===== config.mk =====
export PLATFORM = sky130hd
export DESIGN_NAME = detector_event_frame_decoder
export DESIGN_NICKNAME = d
export VERILOG_FILES = /design/src/rtl/core/dfd_pkg.sv /design/src/rtl/core/dfd_ram.sv /design/src/rtl/core/dfd_assembler.sv /design/src/rtl/core/dfd_stamp.sv /design/src/rtl/core/detector_event_frame_decoder.sv
export SDC_FILE = /design/constraint.sdc
export NUM_CORES = 2
export LEC_CHECK = 0
export ABC_AREA = 1
export BUFFER_PORTS_ARGS = -buffer_cell sky130_fd_sc_hd__buf_2
export CAP_MARGIN = 15
export CELL_PAD_IN_SITES_DETAIL_PLACEMENT = 0
export CELL_PAD_IN_SITES_GLOBAL_PLACEMENT = 1
export CORE_MARGIN = 2
export CORE_UTILIZATION = 50
export DETAILED_ROUTE_END_ITERATION = 6
export PLACE_DENSITY = 0.8
export REMOVE_ABC_BUFFERS = 1
export SYNTH_ARGS = -nofsm -noshare
export SYNTH_HDL_FRONTEND = slang
export SYNTH_HIERARCHICAL = 1
export SYNTH_SLANG_ARGS = --single-unit

===== constraint.sdc =====
create_clock -name clk -period 6.6 [get_ports clk]
set_clock_uncertainty 0.05 [all_clocks]
set_input_delay 0.99 -clock clk [delete_from_list [all_inputs] [get_ports clk]]
set_output_delay 0.99 -clock clk [all_outputs]
set_load 0.005 [all_outputs]

===== src/rtl/core/dfd_pkg.sv =====
package dfd_pkg;

	localparam int FRAME_LEN    = 16;
	localparam int FILL_W       = 4;
	localparam int MODULE_COUNT = 16;
	localparam int MOD_W        = 4;
	localparam int BLK_W        = 6;
	localparam int ENERGY_W     = 12;
	localparam int ENERGY_N     = 8;
	localparam int TAG_W        = 48;
	localparam int HALF_W       = 24;
	localparam int FINE_W       = 20;
	localparam int TICKS_W      = 20;
	localparam int PROD_W       = HALF_W + TICKS_W;
	localparam int LO_W         = PROD_W + 1;
	localparam int TS_W         = 64;
	localparam int CFG_IDX_W    = 2;
	localparam int CFG_DATA_W   = 20;

	localparam logic [CFG_IDX_W-1:0] REG_FIND_RESET = 2'd0;
	localparam logic [CFG_IDX_W-1:0] REG_TICKS      = 2'd1;

	localparam logic [TICKS_W-1:0] TICKS_RESET = 20'd800000;
	localparam logic [7:0]         HEADER_MASK = 8'hF8;

	// payload that rides along with the timestamp computation
	typedef struct packed {
		logic [BLK_W-1:0]                   blk;
		logic [ENERGY_N-1:0][ENERGY_W-1:0]  energy;
	} event_t;

	// one complete frame, decoded
	typedef struct packed {
		logic                single;
		event_t              ev;
		logic [TAG_W-1:0]    tag;
		logic [FINE_W-1:0]   fine;
	} frame_t;

	// partial products handed to the output stage
	typedef struct packed {
		logic                valid;
		event_t              ev;
		logic [LO_W-1:0]     lo;
		logic [PROD_W-1:0]   hi;
	} result_t;

endpackage


===== src/rtl/core/dfd_ram.sv =====
module dfd_ram #(
	parameter int WIDTH = 48,
	parameter int DEPTH = 16
) (
	input  logic                     clk,
	input  logic                     we,
	input  logic [$clog2(DEPTH)-1:0] waddr,
	input  logic [WIDTH-1:0]         wdata,
	input  logic [$clog2(DEPTH)-1:0] raddr,
	output logic [WIDTH-1:0]         rdata
);

	logic [WIDTH-1:0] mem [DEPTH];

	always_ff @(posedge clk) begin
		if (we) begin
			mem[waddr] <= wdata;
		end
		rdata <= mem[raddr];
	end

endmodule


===== src/rtl/core/dfd_assembler.sv =====
module dfd_assembler import dfd_pkg::*; (
	input  logic       clk,
	input  logic       arst_n,
	input  logic       in_valid,
	output logic       in_ready,
	input  logic [7:0] byte_in,
	input  logic       hold,
	output logic       frame_done,
	output frame_t     frame
);

	logic [FILL_W-1:0] fill_q;
	logic [7:0]        fb_q [FRAME_LEN-1];
	logic [7:0]        d [FRAME_LEN];
	logic              last;
	logic              acc;
	logic              drop;

	assign last       = (fill_q == FILL_W'(FRAME_LEN - 1));
	// stall only the closing word of a frame while a result is still in flight
	assign in_ready   = !(last && hold);
	assign acc        = in_valid && in_ready;
	assign drop       = (fill_q == '0) && ((byte_in & HEADER_MASK) == 8'h00);
	assign frame_done = acc && last;

	always_ff @(posedge clk or negedge arst_n) begin
		if (!arst_n) begin
			fill_q <= '0;
		end else if (acc && !drop) begin
			fill_q <= last ? '0 : fill_q + FILL_W'(1);
		end
	end

	always_ff @(posedge clk) begin
		if (acc && !drop && !last) begin
			fb_q[fill_q] <= byte_in;
		end
	end

	always_comb begin
		for (int i = 0; i < FRAME_LEN - 1; i++) begin
			d[i] = fb_q[i];
		end
		d[FRAME_LEN-1] = byte_in;
	end

	always_comb begin
		frame.single       = d[0][2];
		frame.ev.blk       = {d[0][1:0], d[1][7:4]};
		frame.ev.energy[0] = {d[1][3:0], d[2]};
		frame.ev.energy[1] = {d[3], d[4][7:4]};
		frame.ev.energy[2] = {d[4][3:0], d[5]};
		frame.ev.energy[3] = {d[6], d[7][7:4]};
		frame.ev.energy[4] = {d[7][3:0], d[8]};
		frame.ev.energy[5] = {d[9], d[10][7:4]};
		frame.ev.energy[6] = {d[10][3:0], d[11]};
		frame.ev.energy[7] = {d[12], d[13][7:4]};
		frame.tag          = {d[10], d[11], d[12], d[13], d[14], d[15]};
		frame.fine         = {d[13][3:0], d[14], d[15]};
	end

endmodule


===== src/rtl/core/dfd_stamp.sv =====
module dfd_stamp import dfd_pkg::*; (
	input  logic               clk,
	input  logic               arst_n,
	input  logic               frame_done,
	input  frame_t             frame,
	input  logic               find_reset,
	input  logic [TICKS_W-1:0] ticks_per_tag,
	output result_t            res,
	output logic               busy
);

	logic                    seen_q;
	logic [MODULE_COUNT-1:0] tv_q;
	logic                    discard;
	logic [MOD_W-1:0]        mod;
	logic                    tag_we;
	logic                    rd_go;
	logic [TAG_W-1:0]        rdata;
	logic [TAG_W-1:0]        tag_s1;

	logic                    v_s1, v_s2, v_s3;
	logic                    hit_s1;
	event_t                  ev_s1, ev_s2, ev_s3;
	logic [FINE_W-1:0]       fine_s1;
	logic [LO_W-1:0]         lo_s2, lo_s3;
	logic [HALF_W-1:0]       hi_s2;
	logic [PROD_W-1:0]       hi_s3;

	assign discard = find_reset && !seen_q;
	assign mod     = frame.ev.blk[BLK_W-1 -: MOD_W];
	assign tag_we  = frame_done && !frame.single && !discard;
	assign rd_go   = frame_done && frame.single && !discard;

	// Frames complete at least sixteen words apart, so a write and a later read
	// of the same module never overlap in the pipeline.
	dfd_ram #(
		.WIDTH (TAG_W),
		.DEPTH (MODULE_COUNT)
	) u_tags (
		.clk   (clk),
		.we    (tag_we),
		.waddr (mod),
		.wdata (frame.tag),
		.raddr (mod),
		.rdata (rdata)
	);

	always_ff @(posedge clk or negedge arst_n) begin
		if (!arst_n) begin
			seen_q <= 1'b0;
			tv_q   <= '0;
			v_s1   <= 1'b0;
			v_s2   <= 1'b0;
			v_s3   <= 1'b0;
		end else begin
			if (frame_done && discard && !frame.single && (frame.tag == '0)) begin
				seen_q <= 1'b1;
			end
			if (tag_we) begin
				tv_q[mod] <= 1'b1;
			end
			v_s1 <= rd_go;
			v_s2 <= v_s1;
			v_s3 <= v_s2;
		end
	end

	// entry never written since reset reads as zero
	assign tag_s1 = hit_s1 ? rdata : '0;

	always_ff @(posedge clk) begin
		ev_s1   <= frame.ev;
		fine_s1 <= frame.fine;
		hit_s1  <= tv_q[mod];

		ev_s2   <= ev_s1;
		lo_s2   <= LO_W'(tag_s1[HALF_W-1:0]) * LO_W'(ticks_per_tag) + LO_W'(fine_s1);
		hi_s2   <= tag_s1[TAG_W-1 -: HALF_W];

		ev_s3   <= ev_s2;
		lo_s3   <= lo_s2;
		hi_s3   <= PROD_W'(hi_s2) * PROD_W'(ticks_per_tag);
	end

	assign res.valid = v_s3;
	assign res.ev    = ev_s3;
	assign res.lo    = lo_s3;
	assign res.hi    = hi_s3;
	assign busy      = v_s1 || v_s2 || v_s3;

endmodule


===== src/rtl/core/detector_event_frame_decoder.sv =====
// Detector event frame decoder.
// Input channel (in_valid/in_ready/byte_in) takes one raw stream word per
// cycle. Words are gathered into 16-word frames; a frame opens only on a
// header word (top five bits not all zero), other words at a frame start are
// accepted and dropped. Time-tag frames update the per-module tag table and
// produce nothing; singles frames produce one output word on the out channel
// (out_valid/out_ready) with block, eight energies and the timestamp
// tag * ticks_per_tag + fine time, modulo 2^64.
// Configuration channel (cfg_valid/cfg_ready/cfg_index/cfg_data) is always
// ready; index 0 is find_reset (bit 0), index 1 is ticks_per_tag. Write it
// only while the block is idle.
// After the edge that accepts the last word of a singles frame, the result
// passes the tag table read, the low and high partial products and the final
// add into the output register. Throughput: one input word per cycle unless
// a closing word is held, one result per 16 words at most. When the receiver
// stalls, the result holds in the output register and the next frame keeps
// filling; only its closing word waits until the pipeline and output
// register are free.
// Reset clears the fill count, the tag table valid bits (all tags read as
// zero), the zero-tag search flag, and restores find_reset=1, ticks=800000.
module detector_event_frame_decoder import dfd_pkg::*; (
	input  logic                  clk,
	input  logic                  arst_n,
	input  logic                  in_valid,
	output logic                  in_ready,
	input  logic [7:0]            byte_in,
	input  logic                  cfg_valid,
	output logic                  cfg_ready,
	input  logic [CFG_IDX_W-1:0]  cfg_index,
	input  logic [CFG_DATA_W-1:0] cfg_data,
	output logic                  out_valid,
	input  logic                  out_ready,
	output logic [BLK_W-1:0]      block_id,
	output logic [ENERGY_W-1:0]   energy_a,
	output logic [ENERGY_W-1:0]   energy_b,
	output logic [ENERGY_W-1:0]   energy_c,
	output logic [ENERGY_W-1:0]   energy_d,
	output logic [ENERGY_W-1:0]   energy_e,
	output logic [ENERGY_W-1:0]   energy_f,
	output logic [ENERGY_W-1:0]   energy_g,
	output logic [ENERGY_W-1:0]   energy_h,
	output logic [TS_W-1:0]       timestamp
);

	logic               find_reset_q;
	logic [TICKS_W-1:0] ticks_q;
	logic               out_valid_q;
	event_t             ev_q;
	logic [TS_W-1:0]    ts_q;

	logic               hold;
	logic               frame_done;
	frame_t             frame;
	result_t            res;
	logic               busy;

	// configuration registers: always ready, out-of-range indexes ignored
	assign cfg_ready = 1'b1;

	always_ff @(posedge clk or negedge arst_n) begin
		if (!arst_n) begin
			find_reset_q <= 1'b1;
			ticks_q      <= TICKS_RESET;
		end else if (cfg_valid) begin
			case (cfg_index)
				REG_FIND_RESET: find_reset_q <= cfg_data[0];
				REG_TICKS:      ticks_q      <= cfg_data[TICKS_W-1:0];
				default:        ;
			endcase
		end
	end

	// hold the closing word of a frame while a result could still collide
	assign hold = busy || (out_valid_q && !out_ready);

	dfd_assembler u_asm (
		.clk        (clk),
		.arst_n     (arst_n),
		.in_valid   (in_valid),
		.in_ready   (in_ready),
		.byte_in    (byte_in),
		.hold       (hold),
		.frame_done (frame_done),
		.frame      (frame)
	);

	dfd_stamp u_stamp (
		.clk           (clk),
		.arst_n        (arst_n),
		.frame_done    (frame_done),
		.frame         (frame),
		.find_reset    (find_reset_q),
		.ticks_per_tag (ticks_q),
		.res           (res),
		.busy          (busy)
	);

	// output register: load on a finished result, drop once taken
	always_ff @(posedge clk or negedge arst_n) begin
		if (!arst_n) begin
			out_valid_q <= 1'b0;
		end else if (res.valid) begin
			out_valid_q <= 1'b1;
		end else if (out_ready) begin
			out_valid_q <= 1'b0;
		end
	end

	always_ff @(posedge clk) begin
		if (res.valid) begin
			ev_q <= res.ev;
			ts_q <= TS_W'({res.hi, HALF_W'(0)}) + TS_W'(res.lo);
		end
	end

	assign out_valid = out_valid_q;
	assign block_id  = ev_q.blk;
	assign energy_a  = ev_q.energy[0];
	assign energy_b  = ev_q.energy[1];
	assign energy_c  = ev_q.energy[2];
	assign energy_d  = ev_q.energy[3];
	assign energy_e  = ev_q.energy[4];
	assign energy_f  = ev_q.energy[5];
	assign energy_g  = ev_q.energy[6];
	assign energy_h  = ev_q.energy[7];
	assign timestamp = ts_q;

endmodule


== Word level (Yosys, flattened, before mapping) ==
Memories as Yosys holds them, arrays and structs flattened. A register that Yosys moved wholly into a read port is not among the register bits.
Cells that the tools add are included.

* $add $sub $neg: 3
* $mul: 2
* Order comparisons: 2
* Eq/ne operators: 2
* Multiplexer cells: 12
* Bitwise operators: 1
* Reduce and logical (&&, ||, !) cells: 33

{| class="wikitable"
|+ Operator list
! operator !! number
|-
| adder 64 x 45 -> 64 bit || 1
|-
| zero test 48 bit || 1
|-
| adder 44 x 20 -> 45 bit || 1
|-
| multiplier 24 x 20 -> 44 bit || 1
|-
| multiplier 24 x 20 -> 40 bit || 1
|-
| two-way mux 24 bit || 1
|-
| logical AND 1 bit || 16
|-
| OR 16 bit || 1
|-
| zero test 8 bit || 1
|-
| two-way mux 1 bit || 8
|-
| zero test 1 bit || 7
|-
| < comparator 4 x 5 -> 1 bit, second input constant || 1
|-
| adder 4 x 1 -> 4 bit, second input constant || 1
|-
| binary-select mux 1 bit (select 4 bit) || 1
|-
| demux 1 bit (select 4 bit) || 1
|-
| equality test 4 bit, second input constant || 1
|-
| greater-or-equal comparator 4 x 1 -> 1 bit, second input constant || 1
|-
| zero test 4 bit || 1
|-
| two-way mux 4 bit || 1
|-
| AND reduction 2 bit || 2
|-
| logical OR 1 bit || 3
|-
| equality test 2 x 1 -> 1 bit, second input constant || 1
|-
| zero test 2 bit || 1
|-
| nonzero test 2 bit || 1
|}

* Bits in registers: 645
* Bits in writable memories: 888
* Input port bits: 35
* Output and inout port bits: 169
* Word-level logic and storage cells: 105
* Memories: 2

{| class="wikitable"
|+ Memory list
! name !! words !! width !! rd ports !! clocked after memory_dff !! write ports !! line !! text
|-
| u_stamp.u_tags.mem || 16 || 48 || 1 || 1 || 1 || dfd_ram.sv:13 || <nowiki>logic [WIDTH-1:0] mem [DEPTH];</nowiki>
|-
| u_asm.fb_q || 15 || 8 || 15 || 8 || 1 || dfd_assembler.sv:13 || <nowiki>logic [7:0] fb_q [FRAME_LEN-1];</nowiki>
|}

== Depth between registers and ports, before layout ==
* Depth in word-level cells: 11
* Gate-level depth with buffers: 31
* Mapped depth without buffers: 30

== Modules after synthesis ==
The synthesis kept the hierarchy.

{| class="wikitable"
|+ By module, submodules not included
! module !! instances !! cells each !! area an instance (um^2) !! sequential area each (um^2)
|-
| dfd_stamp || 1 || 5320 || 45103.3 || 10209.8
|-
| dfd_ram || 1 || 3165 || 33988.8 || 24023.0
|-
| detector_event_frame_decoder || 1 || 679 || 8134.1 || 5544.1
|-
| dfd_assembler || 1 || 260 || 4444.3 || 3553.4
|}

== Worst setup path before layout ==
OpenSTA, ideal clock, no wires.

* Path type: register to register
* Start: register ticks_q[5]
* End: register u_stamp.hi_s3[38]
* Library setup time: 0.112 ns
* Arrival time: 5.803 ns
* Data required time: 6.438 ns
* Setup slack: 0.634 ns
* Cell stages (with the launch flop): 26
* Buffers on the path: 2
* Period minus slack after synthesis: 5.966 ns
* Cells stage by stage: dfrtp_1 clkbuf_1 buf_1 nand2_1 fa_1 inv_1 fa_1 inv_1 fa_1 inv_1 fa_1 fa_1 fa_1 inv_1 fa_1 inv_1 ha_1 nand2_1 nor2_2 inv_2 nor2_2 nand3b_1 nand3_2 nand2_2 nand3_1 nand2_1

* Longest elaborated chain between the ends: 1

{| class="wikitable"
|+ RTL lines
! element !! line !! text
|-
| start: declaration || detector_event_frame_decoder.sv:46 || <nowiki>logic [TICKS_W-1:0] ticks_q;</nowiki>
|-
| start signal: assignment || detector_event_frame_decoder.sv:67 || <nowiki>REG_TICKS: ticks_q <= cfg_data[TICKS_W-1:0];</nowiki>
|-
| multiplier 24 x 20 -> 40 bit || dfd_stamp.sv:82 || <nowiki>hi_s3 <= PROD_W'(hi_s2) * PROD_W'(ticks_per_tag);</nowiki>
|-
| end signal: assignment || dfd_stamp.sv:82 ||
|-
| end: declaration || dfd_stamp.sv:27 || <nowiki>logic [PROD_W-1:0] hi_s3;</nowiki>
|}

Every way passes these cells.
A chain may end at the register's enable or synchronous reset.

== Final worst setup path ==
* Start: register ticks_q[18]
* End: register u_stamp.hi_s3[37]

The elaborated chain is that of the path after synthesis.

==> flow_summary.json <==
{
  "required_ps": 7220,
  "grt_use_total": 0.263,
  "worst_path_largest_cell_delay_ps": 640,
  "vias": 60755,
  "die_area_sq_mm": 0.185,
  "start_kind": "flop",
  "layout-drive-gt1-share": 0.0930,
  "gp_congestion": 0.958,
  "setup_viol_count_final": 0,
  "grt_remaining_overflow": 0,
  "yosys_warnings": 6,
  "clockRootBuffer": "clkbuf_16",
  "grt_max_degree": 189,
  "nFillCells": 15715,
  "crit_slowest_cell": "dfstp_2",
  "slew_violations": 0,
  "cp_top_family": "adder cells",
  "die_w_microns": 430,
  "area_growth_pct": 10.8,
  "crit_top_cell": "nand2_1",
  "routed_via_density": 5.06,
  "grt_pass1_vias": 62512,
  "instances_no_fill": 12001,
  "wirelength_microns": 241000,
  "hold_viol": 0,
  "grt_pass1_wl_microns": 369000,
  "io_buffers": 202,
  "postSynthAreaPerCell_sq_um": 9.77,
  "cts_tree": "built",
  "clkLatencyLatePin_ps": 840,
  "nets": 10642,
  "period_needed_ps": 6310,
  "wl_per_cell_microns": 20.0,
  "drtIter0Drc": 5291,
  "dr.pass1.iters": 6,
  "cts_buffer_depth": 3,
  "place_inst": 11673,
  "worstSetupEndpointType": "flop",
  "dp_hpwl_microns": 165000,
  "rsz0062_at_grt": "no",
  "drc_errors": 0,
  "htree_levels": 4,
  "multiInputGateArea_sq_mm": 0.0377,
  "rows": 156,
  "worst-path-buf-inv": 5,
  "drv_cap": 0,
  "critPathArrivalTime_ps": 6940,
  "max_freq_ghz": 0.158,
  "hold_class": "in2async",
  "worstSetupPathType": "reg2reg",
  "initial_core_util": 0.503,
  "path_max_fanout": 18,
  "clkSinkCount": 1624,
  "fp.dieH_microns": 430,
  "timing.rr.start": "ticks_q[18]",
  "path_cells": "buf_4 > nand2_1 > fa_1 > fa_1 > inv_1 > fa_1 > fa_1 > fa_1 > fa_1 > inv_1 > fa_1 > inv_1 > ha_1 > nand2_1 > inv_1 > nand2_1 > nand2_1 > a21oi_1 > nand3_2 > nand2_1 > nand2_1 > nand2_1 > nand2_1",
  "worst-slew-pin-transition_ps": 1180,
  "syn_area_sq_mm": 0.0909,
  "grt_antenna_before_repair": 9,
  "cts_buffers": 167,
  "cts_hold_buf": 0,
  "r2r_cells": 23,
  "slew_headroom": 0.211,
  "path_clk_slew_ps": 60,
  "regToRegEndpoint": "u_stamp/hi_s3[37]",
  "min_period_over_period": 0.957,
  "io_pins": 204,
  "regArea_sq_mm": 0.0433,
  "ant_nets": 0,
  "synth_cells": 9304,
  "status": "completed",
  "coreArea_sq_mm": 0.181,
  "rrSetupSlack_ps": 290
}
[worst max path at each step]
stage                     start                        to  slack (ps)  cells past startpoint
6_report            ticks_q[18]         u_stamp/hi_s3[37]         290                     23
4_1_cts        u_stamp/hi_s2[9]         u_stamp/hi_s3[37]         160                     21
3_3_place_gp         ticks_q[2]         u_stamp/lo_s2[40]         210                     24
2_1_floorplan  u_asm/fb_q[1][6]  u_stamp/u_tags/rdata[46]       -5360                      6
3_5_place_dp         ticks_q[2]         u_stamp/lo_s2[39]         170                     25
5_1_grt              ticks_q[8]         u_stamp/hi_s3[37]           2                     25
[sequential cells by signal, summed over array words and instances (netlist names), 24 cells and up]
name / count
u_stamp/hi_s3: 40
u_stamp/res: 102
u_stamp/lo_s2: 45
timestamp: 64
u_stamp/u_tags/rdata: 48
u_stamp/u_tags/mem: 768
u_stamp/ev_s1: 102
u_stamp/ev_s2: 102
u_stamp/lo_s3: 45
u_asm/fb_q: 115
u_stamp/hi_s2: 24
[cell type report]
class | count | area share
sequential | 1624 | 0.430
inverter | 2127 | 0.0798
tap | 2370 | 0.0294
clock buffer | 230 | 0.0483
multi-input combinational | 5157 | 0.374
timing repair buffer | 404 | 0.0294
antenna | 4 | 0.0000994
clock inverter | 85 | 0.00931
[what timing repair did]
item,CTS,global route
setup endpoints to repair,0,37
setup buffers,0,6
resized for setup,0,33
[cell usage in the layout (no fill, tap or decap), types with 36 or more instances in the layout]
cell type / instances
nor2_1: 387
a21oi_1: 74
nand2_2: 44
nand2_1: 2535
dfrtp_1: 36
ha_1: 319
clkbuf_16: 181
xor2_1: 54
nand3_1: 672
fa_1: 804
edfxtp_1: 1049
buf_4: 167
nor2_2: 46
buf_2: 202
inv_1: 2090
dfxtp_1: 524
[stage by stage]
step | setup WS (ps) | hold WS (ps) | TNS, ps | instance area (sq um) | util
3_5_place_dp | 168 | 262 | 0 | 94700 | 0.524
2_1_floorplan | -5360 | 260 | -1966270 | 88700 | -
6_report | 286 | 233 | 0 | 101000 | 0.557
4_1_cts | 157 | 228 | 0 | 100000 | 0.556
3_3_place_gp | 209 | 260 | 0 | 94600 | 0.524
5_1_grt | 1.89 | 270 | 0 | 101000 | 0.557
[layer usage]
metal	global-route usage	vias up	routed length (microns)
met2	0.437	2236	115000
met5	0	-	16
met3	0.0426	472	17400
met1	0.348	29687	98900
li1	-	28358	-
met4	0.0982	2	9040
Power is left out: the tool's default activity adds up to more than one toggle a clock period on the data nets, which glitch-free logic cannot reach.
